## config.mk

```make
export PLATFORM = sky130hd
export DESIGN_NAME = bchd_sqrt
export DESIGN_NICKNAME = d
export VERILOG_FILES = /design/src/rtl/core/bchd_pkg.sv /design/src/rtl/core/bchd_sqrt.sv
export SDC_FILE = /design/constraint.sdc
export NUM_CORES = 2
export LEC_CHECK = 0
export ABC_CLOCK_PERIOD_IN_PS = 19200
export BUFFER_PORTS_ARGS = -buffer_cell sky130_fd_sc_hd__buf_2
export CAP_MARGIN = 20
export CORE_MARGIN = 4
export CORE_UTILIZATION = 50
export DETAILED_ROUTE_END_ITERATION = 8
export GPL_ROUTABILITY_DRIVEN = 0
export PLACE_DENSITY = 0.77
export RECOVER_POWER = 100
export SETUP_SLACK_MARGIN = 0.15
export SYNTH_ARGS = -nofsm -noshare
export SYNTH_HDL_FRONTEND = slang
export SYNTH_MEMORY_MAX_BITS = 65536
export SYNTH_SLANG_ARGS = --single-unit
```

## constraint.sdc

```tcl
create_clock -name clk_i -period 19.2 [get_ports clk_i]
set_clock_uncertainty 0.2 [all_clocks]
set_input_delay 0.96 -clock clk_i [delete_from_list [all_inputs] [get_ports clk_i]]
set_output_delay 0.96 -clock clk_i [all_outputs]
set_load 0.005 [all_outputs]
```

## src/rtl/core/bchd_pkg.sv

```systemverilog
// Package: widths, payload words and constants of the box corner Hausdorff distance unit.
`default_nettype none

package bchd_pkg;

  localparam int COORD_WIDTH = 32;
  localparam int SIZE_WIDTH  = COORD_WIDTH - 1;
  // doubled endpoint / 1-D distance width
  localparam int DW          = COORD_WIDTH + 2;
  // root width and squared-sum width (SW = 2 * RW)
  localparam int RW          = DW + 1;
  localparam int SW          = 2 * RW;
  localparam int FRAC_BITS   = 16;
  localparam int QW          = 32;
  localparam int CMP_WIDTH   = (DW > QW + FRAC_BITS) ? DW : QW + FRAC_BITS;
  localparam logic [QW-1:0] SCALE_RESET = QW'(65536);

  typedef struct packed {
    logic signed [COORD_WIDTH-1:0] a_center_x;
    logic signed [COORD_WIDTH-1:0] a_center_y;
    logic signed [COORD_WIDTH-1:0] a_center_z;
    logic [SIZE_WIDTH-1:0]         a_size_x;
    logic [SIZE_WIDTH-1:0]         a_size_y;
    logic [SIZE_WIDTH-1:0]         a_size_z;
    logic signed [COORD_WIDTH-1:0] b_center_x;
    logic signed [COORD_WIDTH-1:0] b_center_y;
    logic signed [COORD_WIDTH-1:0] b_center_z;
    logic [SIZE_WIDTH-1:0]         b_size_x;
    logic [SIZE_WIDTH-1:0]         b_size_y;
    logic [SIZE_WIDTH-1:0]         b_size_z;
  } in_t;

  typedef struct packed {
    logic [DW-1:0] hausdorff_distance;
    logic [QW-1:0] dissimilarity;
    logic          saturated;
  } out_t;

endpackage

`default_nettype wire

```

## src/rtl/core/bchd_sqrt.sv

```systemverilog
// Pipelined integer square root, one root bit per stage.
`default_nettype none

module bchd_sqrt import bchd_pkg::*; (
  input  wire logic          clk_i,
  input  wire logic          rst_ni,
  input  wire logic          in_valid_i,
  output logic               in_ready_o,
  input  wire logic [SW-1:0] in_sq_i,
  output logic               out_valid_o,
  input  wire logic          out_ready_i,
  output logic [RW-1:0]      out_root_o
);

  logic          v_q    [RW];
  logic [SW-1:0] x_q    [RW];
  logic [RW+1:0] rem_q  [RW];
  logic [RW-1:0] root_q [RW];
  logic          en     [RW];

  for (genvar k = 0; k < RW; k++) begin : g_stage
    logic          v_in;
    logic [SW-1:0] x_in;
    logic [RW+1:0] rem_in;
    logic [RW-1:0] root_in;
    logic [RW+1:0] rem_sh;
    logic [RW+1:0] trial;
    logic          ge;

    if (k == 0) begin : g_first
      assign v_in    = in_valid_i;
      assign x_in    = in_sq_i;
      assign rem_in  = '0;
      assign root_in = '0;
    end else begin : g_next
      assign v_in    = v_q[k-1];
      assign x_in    = x_q[k-1];
      assign rem_in  = rem_q[k-1];
      assign root_in = root_q[k-1];
    end

    if (k == RW - 1) begin : g_last_en
      assign en[k] = !v_q[k] || out_ready_i;
    end else begin : g_mid_en
      assign en[k] = !v_q[k] || en[k+1];
    end

    always_comb begin
      rem_sh = {rem_in[RW-1:0], x_in[SW-1:SW-2]};
      trial  = {root_in, 2'b01};
      ge     = (rem_sh >= trial);
    end

    always_ff @(posedge clk_i or negedge rst_ni) begin
      if (!rst_ni) begin
        v_q[k] <= 1'b0;
      end else if (en[k]) begin
        v_q[k] <= v_in;
      end
    end

    always_ff @(posedge clk_i) begin
      if (en[k]) begin
        x_q[k]    <= {x_in[SW-3:0], 2'b00};
        rem_q[k]  <= ge ? (rem_sh - trial) : rem_sh;
        root_q[k] <= {root_in[RW-2:0], ge};
      end
    end
  end

  assign in_ready_o  = en[0];
  assign out_valid_o = v_q[RW-1];
  assign out_root_o  = root_q[RW-1];

endmodule

`default_nettype wire

```

==> Word level (Yosys, flattened, before mapping) <==
Memory sizes are Yosys's and may differ from the RTL's.
Cells that the tools add are included.
{ "op_classes": {"n_addsub": 35, "order_cmp": 35, "muxes": 105, "n_reduce_logical": 70} }
{ "op_table": {"columns": ["op", "count"], "rows": [
  ["37-bit 2-to-1 mux", 35],
  ["37-bit greater-or-equal comparator", 34],
  ["37-bit subtractor", 34],
  ["1-bit 2-to-1 mux", 70],
  ["1-bit logical NOT", 35],
  ["1-bit logical OR", 35],
  ["2-bit by 1-bit subtractor with 3-bit output (second input constant)", 1],
  ["2-bit by 1-bit greater-or-equal comparator with 1-bit output (second input constant)", 1]
]} }
{ "word_totals": {"regBits": 35, "ram_bits": 4900, "in_bits": 74, "output_inout_bits": 37, "wordCells": 283, "n_memories": 3} }
{ "mem_list": {"columns": ["memory", "depth", "word_bits", "read_ports", "rd_clocked_by_memory_dff", "wr", "line_no", "source"], "rows": [
  ["x_q", 35, 68, 34, 0, 35, "bchd_sqrt.sv:16", "logic [SW-1:0] x_q [RW];"],
  ["rem_q", 35, 37, 34, 0, 35, "bchd_sqrt.sv:17", "logic [RW+1:0] rem_q [RW];"],
  ["root_q", 35, 35, 35, 0, 35, "bchd_sqrt.sv:18", "logic [RW-1:0] root_q [RW];"]
]} }

==> Logic depth before layout (Yosys ltp) <==
{ "depth": {"depth_word": 38, "mapped_depth": 15, "ltp_nobuf": 14} }

==> Worst setup path before layout <==
Ideal clock, no wire load.
{ "synth_path": {"path_type": "input port to output port", "start": "input port out_ready_i", "end": "output port in_ready_o", "t_arrival_ns": 14.612, "required_ns": 18.040, "slack_ns": 3.428, "path_stages": 13, "n_path_buf": 0, "cell_sequence": "nand2b_1 nor2_1 inv_1 nor2_1 nand2_1 or4_1 nor2_1 nand2_1 nor3_1 inv_1 nor2_1 and3_1 nand2_1"} }
{ "synth_lines": {"columns": ["element", "line_no", "source"], "rows": [
  ["start: declaration", "bchd_sqrt.sv:11", "input wire logic out_ready_i,"],
  ["end: declaration", "bchd_sqrt.sv:8", "output logic in_ready_o,"]
]} }

==> results.json <==
{
  "first_iter_violations": 7778,
  "postCtsHoldBufs": 53,
  "rr_startpoint": "out_valid_o",
  "grt_usage": 0.1945,
  "initial_core_util": 0.5031,
  "mostFrequentLayoutCell": "edfxtp_1",
  "synthArstFlopShare": 0.01170,
  "nNetsFinal": 11665,
  "drcViolationCount": 0,
  "critPathLaunchType": "flip-flop",
  "cp_max_fo": 73,
  "worst-r2r-setup-slack_ns": 6.75,
  "synth_cell_types": 97,
  "status": "finished, violations left",
  "synth_area_sq_mm": 0.1379,
  "synth-main-ff-cell": "edfxtp_1",
  "grt_first_pass_wirelength_um": 450900,
  "hold_ws_ns": 0.06796,
  "portBuffers": 110,
  "drive_above_1_share": 0.06251,
  "r2r-end": "x_q[4][66]",
  "vias_per_cell": 5.699,
  "final_cell_mix": "edfxtp_1, inv_1, nand2_1",
  "fin_util": 0.5584,
  "max-slew-margin-rel": -1.950,
  "dieArea_sq_mm": 0.2843,
  "ctsResizeCount": 0,
  "tns_ns": 0,
  "end_kind": "primary output",
  "cap_violations": 44,
  "hold_viol": 0,
  "clock_sinks": 2992,
  "htree_levels": 5,
  "peakVddDrop_v": 0.0001253,
  "slowest_stage": "clkbuf_1",
  "area_growth_pct": 11.00,
  "clkLatencyLatePin_ns": 0.91,
  "n_fill_cell": 20866,
  "cp_num_buf_inv": 6,
  "grt_start_max_net_pins": 98,
  "tightest_slew_ns": 4.426,
  "crit_type": "reg -> out",
  "ys_ff_latch": 2992,
  "cts_buffers": 304,
  "setup_viol": 0,
  "path_cells": "nand2b_2 -> clkbuf_1 -> nor2_1 -> clkinv_1 -> clkbuf_1 -> nor2_1 -> nand2_1 -> or4_1 -> nor2_1 -> nand2_1 -> nor3_1 -> clkbuf_1 -> clkinv_2 -> nor2_1 -> and3_1 -> nand2_4 -> buf_2",
  "die_h_um": 533.2,
  "overflow": 0,
  "ant_nets": 0,
  "post_cts.repair.setup_buffers": 0,
  "routed_wl_um": 284800,
  "hold_class": "in -> reg",
  "worst_path_largest_cell_delay_ns": 2.80,
  "critPathTopFamily": "buffers and inverters",
  "fin_crit_ns": 12.80,
  "die_w_um": 533.2,
  "min_period_over_period": 0.6669,
  "fmax_ghz": 0.07810,
  "path_clk_slew_ns": 0.06,
  "cts_tree": "yes",
  "synth_edf_count": 2957,
  "io_pins": 111,
  "finalMaxSlewViolations": 2327,
  "violations": "max-capacitance violations, max-slew violations",
  "wire_per_inst_um": 19.17,
  "row_count": 192,
  "rsz0062_at_grt": "false",
  "antenna_found_initial": 4,
  "pwr_density_cell_mw_per_mm2": 116.3,
  "r2r_cells": 15,
  "core_area_sq_mm": 0.2741,
  "seq_area_frac_synth": 0.6503,
  "synth_cells": 10552,
  "clockRootBuffer": "clkbuf_16",
  "cpMostUsedCell": "nor2_1",
  "crit_arrival_ns": 11.64,
  "vias": 84656,
  "setup.worst_path.start": "out_valid_o",
  "dr.pass1.iters": 8,
  "p_leak_uw": 0.06205,
  "cts_buffer_depth": 4,
  "required_ns": 18.04,
  "grt_pass1_vias": 84307,
  "syn_avg_cell_area_sq_um": 13.07,
  "synth_fp_nets": 11293,
  "endpoint": "in_ready_o",
  "worst-path-stages": 17,
  "dpl.hpwl_um": 204100,
  "yosysWarnings": 0
}
-- stage by stage --
step,setup slack (ns),instance area (sq um),total power (uW),std cells
after floorplan,3.428,137900,11140,10552
after global placement,10.73,143200,11880,14239
after detailed placement,10.59,143200,12060,14240
after CTS,10.29,153500,17860,14841
after global routing,5.237,153100,18610,14854
final,6.396,153100,17810,14854
-- cell families after synthesis --
logic type	Yosys count	synth area share
other	1	0.00002719
multiplexers	112	0.009010
AND/OR/NAND/NOR	2737	0.09836
XOR/XNOR	926	0.05881
buffers and inverters	1037	0.02849
AO/OA/AOI/OAI	2080	0.09452
adder cells (fa/ha/maj)	667	0.06052
flip-flops	2992	0.6503
-- where the power goes --
group          internal [uW]  total (uW)  switching, uW
Combinational           1190        2760           1570
Sequential              8490        9270            787
Clock                   3320        5770           2450
Total                  13000       17800           4810
-- worst min path at each step --
| stage | cells past startpoint | end | start |
|---|---|---|---|
| 3_3_place_gp | 0 | x_q[1][18] | x_q[0][16] |
| 5_1_grt | 1 | x_q[0][48] | in_sq_i[48] |
| 4_1_cts | 1 | x_q[0][52] | in_sq_i[52] |
| 2_1_floorplan | 0 | x_q[10][20] | x_q[9][18] |
| 6_report | 1 | x_q[0][48] | in_sq_i[48] |
| 3_5_place_dp | 0 | x_q[10][46] | x_q[9][44] |
-- routing by layer --
layer,part of all wire,GRT usage,up-vias
met1,0.38,0.2320,40782
li1,-,-,39768
met2,0.52,0.3516,3274
met3,0.056,0.02397,832
met4,0.047,0.08718,0
met5,0,0,-
-- sequential cells by signal, summed over array words and instances, names as in the netlist --
signal and count:
out_valid_o 1, rem_q 1137, g_stage.v_in 34, root_q 630, x_q 1190
-- synthesized netlist by cell type (34+ instances only) --
| cell type | n | area, sq um |
|---|---|---|
| or3_1 | 104 | 650.6 |
| a21o_1 | 282 | 2117 |
| o211ai_1 | 34 | 255.2 |
| xor2_1 | 474 | 4151 |
| o21bai_1 | 57 | 427.9 |
| ha_1 | 667 | 8346 |
| and2_1 | 41 | 256.5 |
| a21oi_1 | 521 | 2608 |
| nand4_1 | 116 | 725.7 |
| nor2_1 | 575 | 2158 |
| o21ai_0 | 616 | 3083 |
| inv_1 | 867 | 3254 |
| nand2_1 | 801 | 3007 |
| dfrtp_1 | 35 | 875.8 |
| a211oi_1 | 44 | 330.3 |
| nand2b_1 | 136 | 850.8 |
| nand3_1 | 175 | 875.8 |
| mux2_2 | 97 | 1092 |
| clkbuf_1 | 129 | 484.2 |
| nor3_1 | 264 | 1321 |
| nor4_1 | 129 | 807.0 |
| or2_2 | 50 | 312.8 |
| o31ai_1 | 86 | 645.6 |
| or4_1 | 63 | 473.0 |
| edfxtp_1 | 2957 | 88800 |
| nor2b_1 | 93 | 581.8 |
| o21a_1 | 143 | 1074 |
| xnor2_1 | 452 | 3959 |
| a31oi_1 | 43 | 269.0 |
| and3_1 | 63 | 394.1 |
-- area by class of cell --
cell class	count	area, sq um	area share
sequential	2992	89670	0.5858
timing repair buffer	231	1380	0.009016
inverter	872	3281	0.02143
antenna	2	5.005	0.00003270
tap	3686	4612	0.03013
clock buffer	368	7983	0.05215
clock inverter	180	1772	0.01157
multi-input combinational	6523	44360	0.2898
No activity file was read; power rests on OpenSTA's default activity.
