### config.mk
export PLATFORM = sky130hd
export DESIGN_NAME = bchd_div
export DESIGN_NICKNAME = d
export VERILOG_FILES = /design/src/rtl/core/bchd_pkg.sv /design/src/rtl/core/bchd_div.sv
export SDC_FILE = /design/constraint.sdc
export NUM_CORES = 2
export LEC_CHECK = 0
export BUFFER_PORTS_ARGS = -buffer_cell sky130_fd_sc_hd__buf_2
export CELL_PAD_IN_SITES_DETAIL_PLACEMENT = 0
export CELL_PAD_IN_SITES_GLOBAL_PLACEMENT = 1
export CORE_MARGIN = 4
export CORE_UTILIZATION = 35
export CTS_CLUSTER_SIZE = 14
export DETAILED_ROUTE_END_ITERATION = 10
export GPL_TIMING_DRIVEN = 0
export PLACE_DENSITY = 0.57
export SLEW_MARGIN = 20
export SYNTH_ARGS = -nofsm -noshare
export SYNTH_HDL_FRONTEND = slang
export SYNTH_MEMORY_MAX_BITS = 65536
export SYNTH_SLANG_ARGS = --single-unit
### constraint.sdc
create_clock -name clk_i -period 17.3 [get_ports clk_i]
set_clock_uncertainty 0.2 [all_clocks]
set_input_delay 3.46 -clock clk_i [delete_from_list [all_inputs] [get_ports clk_i]]
set_output_delay 3.46 -clock clk_i [all_outputs]
set_load 0.02 [all_outputs]
### src/rtl/core/bchd_pkg.sv
// Package: widths, payload words and constants of the box corner Hausdorff distance unit.
`default_nettype none

package bchd_pkg;

  localparam int COORD_WIDTH = 32;
  localparam int SIZE_WIDTH  = COORD_WIDTH - 1;
  // doubled endpoint / 1-D distance width
  localparam int DW          = COORD_WIDTH + 2;
  // root width and squared-sum width (SW = 2 * RW)
  localparam int RW          = DW + 1;
  localparam int SW          = 2 * RW;
  localparam int FRAC_BITS   = 16;
  localparam int QW          = 32;
  localparam int CMP_WIDTH   = (DW > QW + FRAC_BITS) ? DW : QW + FRAC_BITS;
  localparam logic [QW-1:0] SCALE_RESET = QW'(65536);

  typedef struct packed {
    logic signed [COORD_WIDTH-1:0] a_center_x;
    logic signed [COORD_WIDTH-1:0] a_center_y;
    logic signed [COORD_WIDTH-1:0] a_center_z;
    logic [SIZE_WIDTH-1:0]         a_size_x;
    logic [SIZE_WIDTH-1:0]         a_size_y;
    logic [SIZE_WIDTH-1:0]         a_size_z;
    logic signed [COORD_WIDTH-1:0] b_center_x;
    logic signed [COORD_WIDTH-1:0] b_center_y;
    logic signed [COORD_WIDTH-1:0] b_center_z;
    logic [SIZE_WIDTH-1:0]         b_size_x;
    logic [SIZE_WIDTH-1:0]         b_size_y;
    logic [SIZE_WIDTH-1:0]         b_size_z;
  } in_t;

  typedef struct packed {
    logic [DW-1:0] hausdorff_distance;
    logic [QW-1:0] dissimilarity;
    logic          saturated;
  } out_t;

endpackage

`default_nettype wire

### src/rtl/core/bchd_div.sv
// Saturation check and pipelined restoring divide of distance by scale, one bit per stage.
`default_nettype none

module bchd_div import bchd_pkg::*; (
  input  wire logic          clk_i,
  input  wire logic          rst_ni,
  input  wire logic          in_valid_i,
  output logic               in_ready_o,
  input  wire logic [DW-1:0] in_hd_i,
  input  wire logic [QW-1:0] scale_i,
  output logic               out_valid_o,
  input  wire logic          out_ready_i,
  output out_t               out_data_o
);

  // prep stage
  logic                 pv_q;
  logic [DW-1:0]        phd_q;
  logic                 psat_q;
  logic [QW:0]          prem_q;
  logic [QW-1:0]        plo_q;
  logic                 pen;
  logic [DW+FRAC_BITS-1:0] num;
  logic                 sat;

  logic          v_q    [QW];
  logic [DW-1:0] hd_q   [QW];
  logic          sat_q  [QW];
  logic [QW:0]   rem_q  [QW];
  logic [QW-1:0] lo_q   [QW];
  logic [QW-1:0] quot_q [QW];
  logic          en     [QW];

  always_comb begin
    num = {in_hd_i, {FRAC_BITS{1'b0}}};
    sat = (scale_i == '0) ||
          (CMP_WIDTH'(in_hd_i) >= CMP_WIDTH'({scale_i, {FRAC_BITS{1'b0}}}));
  end

  assign pen = !pv_q || en[0];

  always_ff @(posedge clk_i or negedge rst_ni) begin
    if (!rst_ni) begin
      pv_q <= 1'b0;
    end else if (pen) begin
      pv_q <= in_valid_i;
    end
  end

  always_ff @(posedge clk_i) begin
    if (pen) begin
      phd_q  <= in_hd_i;
      psat_q <= sat;
      // top part is below scale whenever the quotient fits
      prem_q <= (QW+1)'(num >> QW);
      plo_q  <= num[QW-1:0];
    end
  end

  for (genvar k = 0; k < QW; k++) begin : g_stage
    logic          v_in;
    logic [DW-1:0] hd_in;
    logic          sat_in;
    logic [QW:0]   rem_in;
    logic [QW-1:0] lo_in;
    logic [QW-1:0] quot_in;
    logic [QW:0]   rem_sh;
    logic          ge;

    if (k == 0) begin : g_first
      assign v_in    = pv_q;
      assign hd_in   = phd_q;
      assign sat_in  = psat_q;
      assign rem_in  = prem_q;
      assign lo_in   = plo_q;
      assign quot_in = '0;
    end else begin : g_next
      assign v_in    = v_q[k-1];
      assign hd_in   = hd_q[k-1];
      assign sat_in  = sat_q[k-1];
      assign rem_in  = rem_q[k-1];
      assign lo_in   = lo_q[k-1];
      assign quot_in = quot_q[k-1];
    end

    if (k == QW - 1) begin : g_last_en
      assign en[k] = !v_q[k] || out_ready_i;
    end else begin : g_mid_en
      assign en[k] = !v_q[k] || en[k+1];
    end

    always_comb begin
      rem_sh = {rem_in[QW-1:0], lo_in[QW-1]};
      ge     = (rem_sh >= {1'b0, scale_i});
    end

    always_ff @(posedge clk_i or negedge rst_ni) begin
      if (!rst_ni) begin
        v_q[k] <= 1'b0;
      end else if (en[k]) begin
        v_q[k] <= v_in;
      end
    end

    always_ff @(posedge clk_i) begin
      if (en[k]) begin
        hd_q[k]   <= hd_in;
        sat_q[k]  <= sat_in;
        rem_q[k]  <= ge ? (rem_sh - {1'b0, scale_i}) : rem_sh;
        lo_q[k]   <= {lo_in[QW-2:0], 1'b0};
        quot_q[k] <= {quot_in[QW-2:0], ge};
      end
    end
  end

  assign in_ready_o  = pen;
  assign out_valid_o = v_q[QW-1];

  always_comb begin
    out_data_o.hausdorff_distance = hd_q[QW-1];
    out_data_o.saturated          = sat_q[QW-1];
    out_data_o.dissimilarity      = sat_q[QW-1] ? '1 : quot_q[QW-1];
  end

endmodule

`default_nettype wire

* After elaboration in Yosys (flattened, before gate mapping)
Memories as Yosys holds them, arrays and structs flattened.
Index checks and enable logic that the tools add are counted.
** Word-level totals
- Register bits after elaboration :: 102
- Bits in writable memories :: 4192
- Input bits :: 70
- Logic and storage cells :: 272
- Memories kept :: 5
** Memory list
- hd_q :: depth 32, width 34, rd ports 32, clocked after memory_dff 0, write ports 32, line bchd_div.sv:27 : logic [DW-1:0] hd_q [QW];
- rem_q :: depth 32, width 33, rd ports 31, clocked after memory_dff 0, write ports 32, line bchd_div.sv:29 : logic [QW:0] rem_q [QW];
- quot_q :: depth 32, width 32, rd ports 32, clocked after memory_dff 0, write ports 32, line bchd_div.sv:31 : logic [QW-1:0] quot_q [QW];
- lo_q :: depth 32, width 31, rd ports 31, clocked after memory_dff 0, write ports 32, line bchd_div.sv:30 : logic [QW-1:0] lo_q [QW];
- sat_q :: depth 32, width 1, rd ports 32, clocked after memory_dff 0, write ports 32, line bchd_div.sv:28 : logic sat_q [QW];
** Operators by class
- Add/subtract/negate cells :: 32
- $lt $le $gt $ge :: 33
- Mux-type cells :: 97
- Reductions and logical operators :: 68
** Operators with widths (count)
- two-way mux 33 bit :: 32
- >= comparator 33 x 32 -> 1 bit :: 31
- subtractor 33 x 32 -> 33 bit :: 31
- two-way mux 1 bit :: 64
- >= comparator 34 x 48 -> 1 bit :: 1
- logical OR 1 bit :: 34
- zero test 1 bit :: 33
- subtractor 19 x 32 -> 33 bit :: 1
- >= comparator 19 x 32 -> 1 bit :: 1
- zero test 32 bit :: 1
- two-way mux 32 bit :: 1

* Logic depth before layout (Yosys ltp)
- Depth in word-level cells :: 35
- Depth in mapped cells :: 15
- Mapped depth without buffers :: 13

* Worst setup path before layout
No wires, ideal clock.
- Path kind :: input port to output port
- Start :: input out_ready_i
- End :: output in_ready_o
- Arrival :: 12.000 ns
- Data required time :: 13.640 ns
- Slack :: 1.640 ns
- Stages on the path :: 11
- Path buffers :: 0
- Cell sequence :: and3b_1 nand4_1 nor4_1 and2_1 inv_1 nor4_1 and2_1 inv_1 nor2_1 and3_1 nand3_1
** RTL lines
- start: declaration :: line bchd_div.sv:12 : input wire logic out_ready_i,
- end: declaration :: line bchd_div.sv:8 : output logic in_ready_o,

==> qor.yml <==
synth:
  syn_nets: 12500
  syn-cell-area_um2: 141000
  synth_cells: 11300
  yosysTopAreaCellShare: 0.570
  synth_cell_types: 103
  synth_area_leaders: "edfxtp_1, ha_1, a21oi_1, xnor2_1, mux2_2"
  yosys_register_bits: 2708
  synth_warnings: 0
  seq_area_frac_synth: 0.576
  ys.flop_type: "edfxtp_1"
  synth_edf_count: 2675
  synthArstFlopShare: 0.0122
  yosysTopAreaCell: "edfxtp_1"
  avgSynthCellArea_um2: 12.5
setup_path:
  crit_fanout: 32
  crit_type: "input pin to output port"
  crit_required_ns: 13.64
  end_kind: "output port"
  crit-reg2reg-launch: "out_valid_o"
  start_kind: "input pin"
  rrSetupSlack_ns: 10.45
  setup.worst_path.start: "out_ready_i"
  crit_arrival_ns: 9.58
min_path:
  hold_path.class: "flip-flop to flip-flop"
  hp-start: "quot_q[27][22]"
floorplan:
  placementRows: 232
  die_w_um: 643
  start_util: 0.352
  io_pins: 139
  coreArea_um2: 400000
  die-area_um2: 413000
  die_h_um: 643
global_route:
  use_met1: 0.258
  grt-ovfl-total: 0
  grt_max_degree: 62
  grt_pass1_wl_um: 606000
  grtUsageTotal: 0.193
  grt_use_met2: 0.326
  use_met3: 0.0188
  busiest_layer: "met2"
  antenna_found_initial: 18
  first_global_vias: 92600
job:
  max_cap_violations: 0
detailed_routing:
  vias_per_cell: 5.33
  route.vias.total: 92700
  drc_errors: 0
  wire_per_inst_um: 23.6
  drt-initial-drc-count: 6370
  ant_nets: 0
  firstDrtPassIters: 6
  routed_wirelength_um: 411000
pwr:
  leakage_uw: 0.0639
  clkPwrFrac: 0.231
  power_frac_seq: 0.375
  ir_drop_v: 0.0000836
  swShare: 0.362
  p_int_uw: 17700
  comb_power_share: 0.394
  power_switching_uw: 10000
  p_per_area_nw_per_um2: 173
finish:
  layout.nets: 13000
  nFillCells: 37500
  drive_above_1_share: 0.106
  syn_to_final_growth_pct: 14.0
  instances_no_fill: 17400
placed_design:
  hpwl_um: 298000
  placed_cells: 16800
  finalWeightedCongestion: 0.867
  io_buffer_count: 138
clock_network:
  worstSkewPairLatency_ns: 0.89
  cts_max_level: 5
  cts_setup_buffers: 0
  cts_tree: "yes"
  cts_buffers: 304
  clkSinkCount: 2708
  cts_hold_buf: 0
  root_buffer: "clkbuf_16"
  clkTransAtPathRegs_ns: 0.05
  post_cts_resized: 0
  cts_buffer_depth: 4
sta:
  hold_violations: 0
  final.min_clock_period_ns: 13.24
  rsz0062_at_grt: "false"
  tightest_slew_ns: 1.04
  fmax_mhz: 75.5
  finalSetupTns_ns: 0
  slew_viol_final: 0
  max_slew_margin: 0.298
  period_share: 0.765
  finalSetupViolations: 0
status:
  status: "finished, final reports clean"
final cells by class:
class	count	area, um2	area share
antenna	8	20.0	0.000125
buffer	195	862	0.00536
clock buffer	386	8110	0.0505
clock inverter	172	1840	0.0115
inverter	408	1720	0.0107
multi-input combinational	8012	57600	0.359
sequential	2708	81200	0.505
tap	5265	6590	0.0410
timing repair buffer	231	2800	0.0174
power by group through the flow:
stage	clock, uW	sequential [uW]	combinational, uW
finish	6410	10400	11000
floorplan	0	10000	7990
CTS	6610	10400	11000
global route	6890	10600	12100
global placement	0	10600	10700
detailed placement	0	10600	10900
logic make-up (layout without fill, tap and decap cells):
logic type	Yosys count	after routing	synth area share
AOI/OAI and AO/OA	3050	3050	0.138
xor gates and xnor gates	736	736	0.0457
adders and majority gates	1059	1059	0.0956
buffers and inverters	603	1392	0.0170
DFF	2708	2708	0.576
muxes	419	419	0.0330
other	0	8	0
and+or+nand+nor	2748	2748	0.0946
registers in the layout, indices dropped and copies added, names as in the netlist:
name            cells
rem_q             992
quot_q            528
g_stage.hd_in      34
g_stage.v_in       32
sat_q              32
g_stage.sat_in      1
out_valid_o         1
hd_q             1088
synth_stat cells, types with 51 or more instances:
cell type and n:
nor2b_1 122, a31oi_1 93, o21ai_0 721, clkbuf_1 126
nor4_1 51, inv_1 400, ha_1 1028, nor3_1 210
o21a_1 182, o211ai_1 58, o21bai_1 118, nand2b_1 168
a21oi_1 839, and3_1 101, a211oi_1 94, xnor2_1 449
edfxtp_1 2675, mux2_2 340, xor2_1 287, nand2_1 787
nor2_1 650, o31ai_1 104, nand3_1 200, a21o_1 411
nand4_1 143, or2_2 83, or3_1 58
critical path, stage by stage:
cell and delay, ns:
buf_2 0.12, and3b_1 0.49, nand4_1 0.52, buf_6 0.35, nor4_1 0.86, and2_1 0.46, inv_4 0.24, nor4_1 0.84
and2_1 0.43, inv_4 0.25, nor2_1 0.46, and3_1 0.40, nand3_2 0.35, buf_2 0.29
cell usage in the layout, fill, tap and decap left out, drive strengths merged, types with 143 or more instances in the layout:
cell | Yosys | routed
nand4 | 143 | 143
a21o | 411 | 411
o21a | 183 | 183
a21oi | 845 | 845
inv | 407 | 425
clkbuf | 126 | 512
xor2 | 287 | 287
xnor2 | 449 | 449
ha | 1028 | 1028
nand2 | 787 | 787
nand2b | 168 | 168
buf | 69 | 300
o21ai | 740 | 740
nand3 | 200 | 200
nor2 | 650 | 650
mux2 | 370 | 370
edfxtp | 2675 | 2675
nor3 | 212 | 212
path summary, 6_finish.rpt:
kind | to | depth (start not counted)
worst max-delay path | in_ready_o | 14
worst min-delay path | quot_q[28][23] | 0
worst max register to register | g_stage[0].hd_in[33] | 13
worst min register to register | quot_q[28][23] | 0
max in group asynchronous | g_stage[14].v_in | 1
min in group asynchronous | g_stage[30].v_in | 1
metal layers:
layer	part of all wire	vias up
met5	0	-
met4	0.038	0
met3	0.037	579
met2	0.48	2130
met1	0.45	45500
li1	-	44500
stage by stage:
stage               cell area, um2  utilization  hold slack [ns]  total power [uW]  setup slack, ns
finish                      161000        0.401            0.200             27800             4.06
detailed placement          151000        0.377            0.205             21400             4.10
global placement            148000        0.370            0.201             21300            -4.38
global route                161000        0.401            0.207             29600             3.62
CTS                         161000        0.401            0.197             28000             4.03
floorplan                   141000            -            0.200             18000             1.64
No activity file was read; power rests on OpenSTA's default activity.
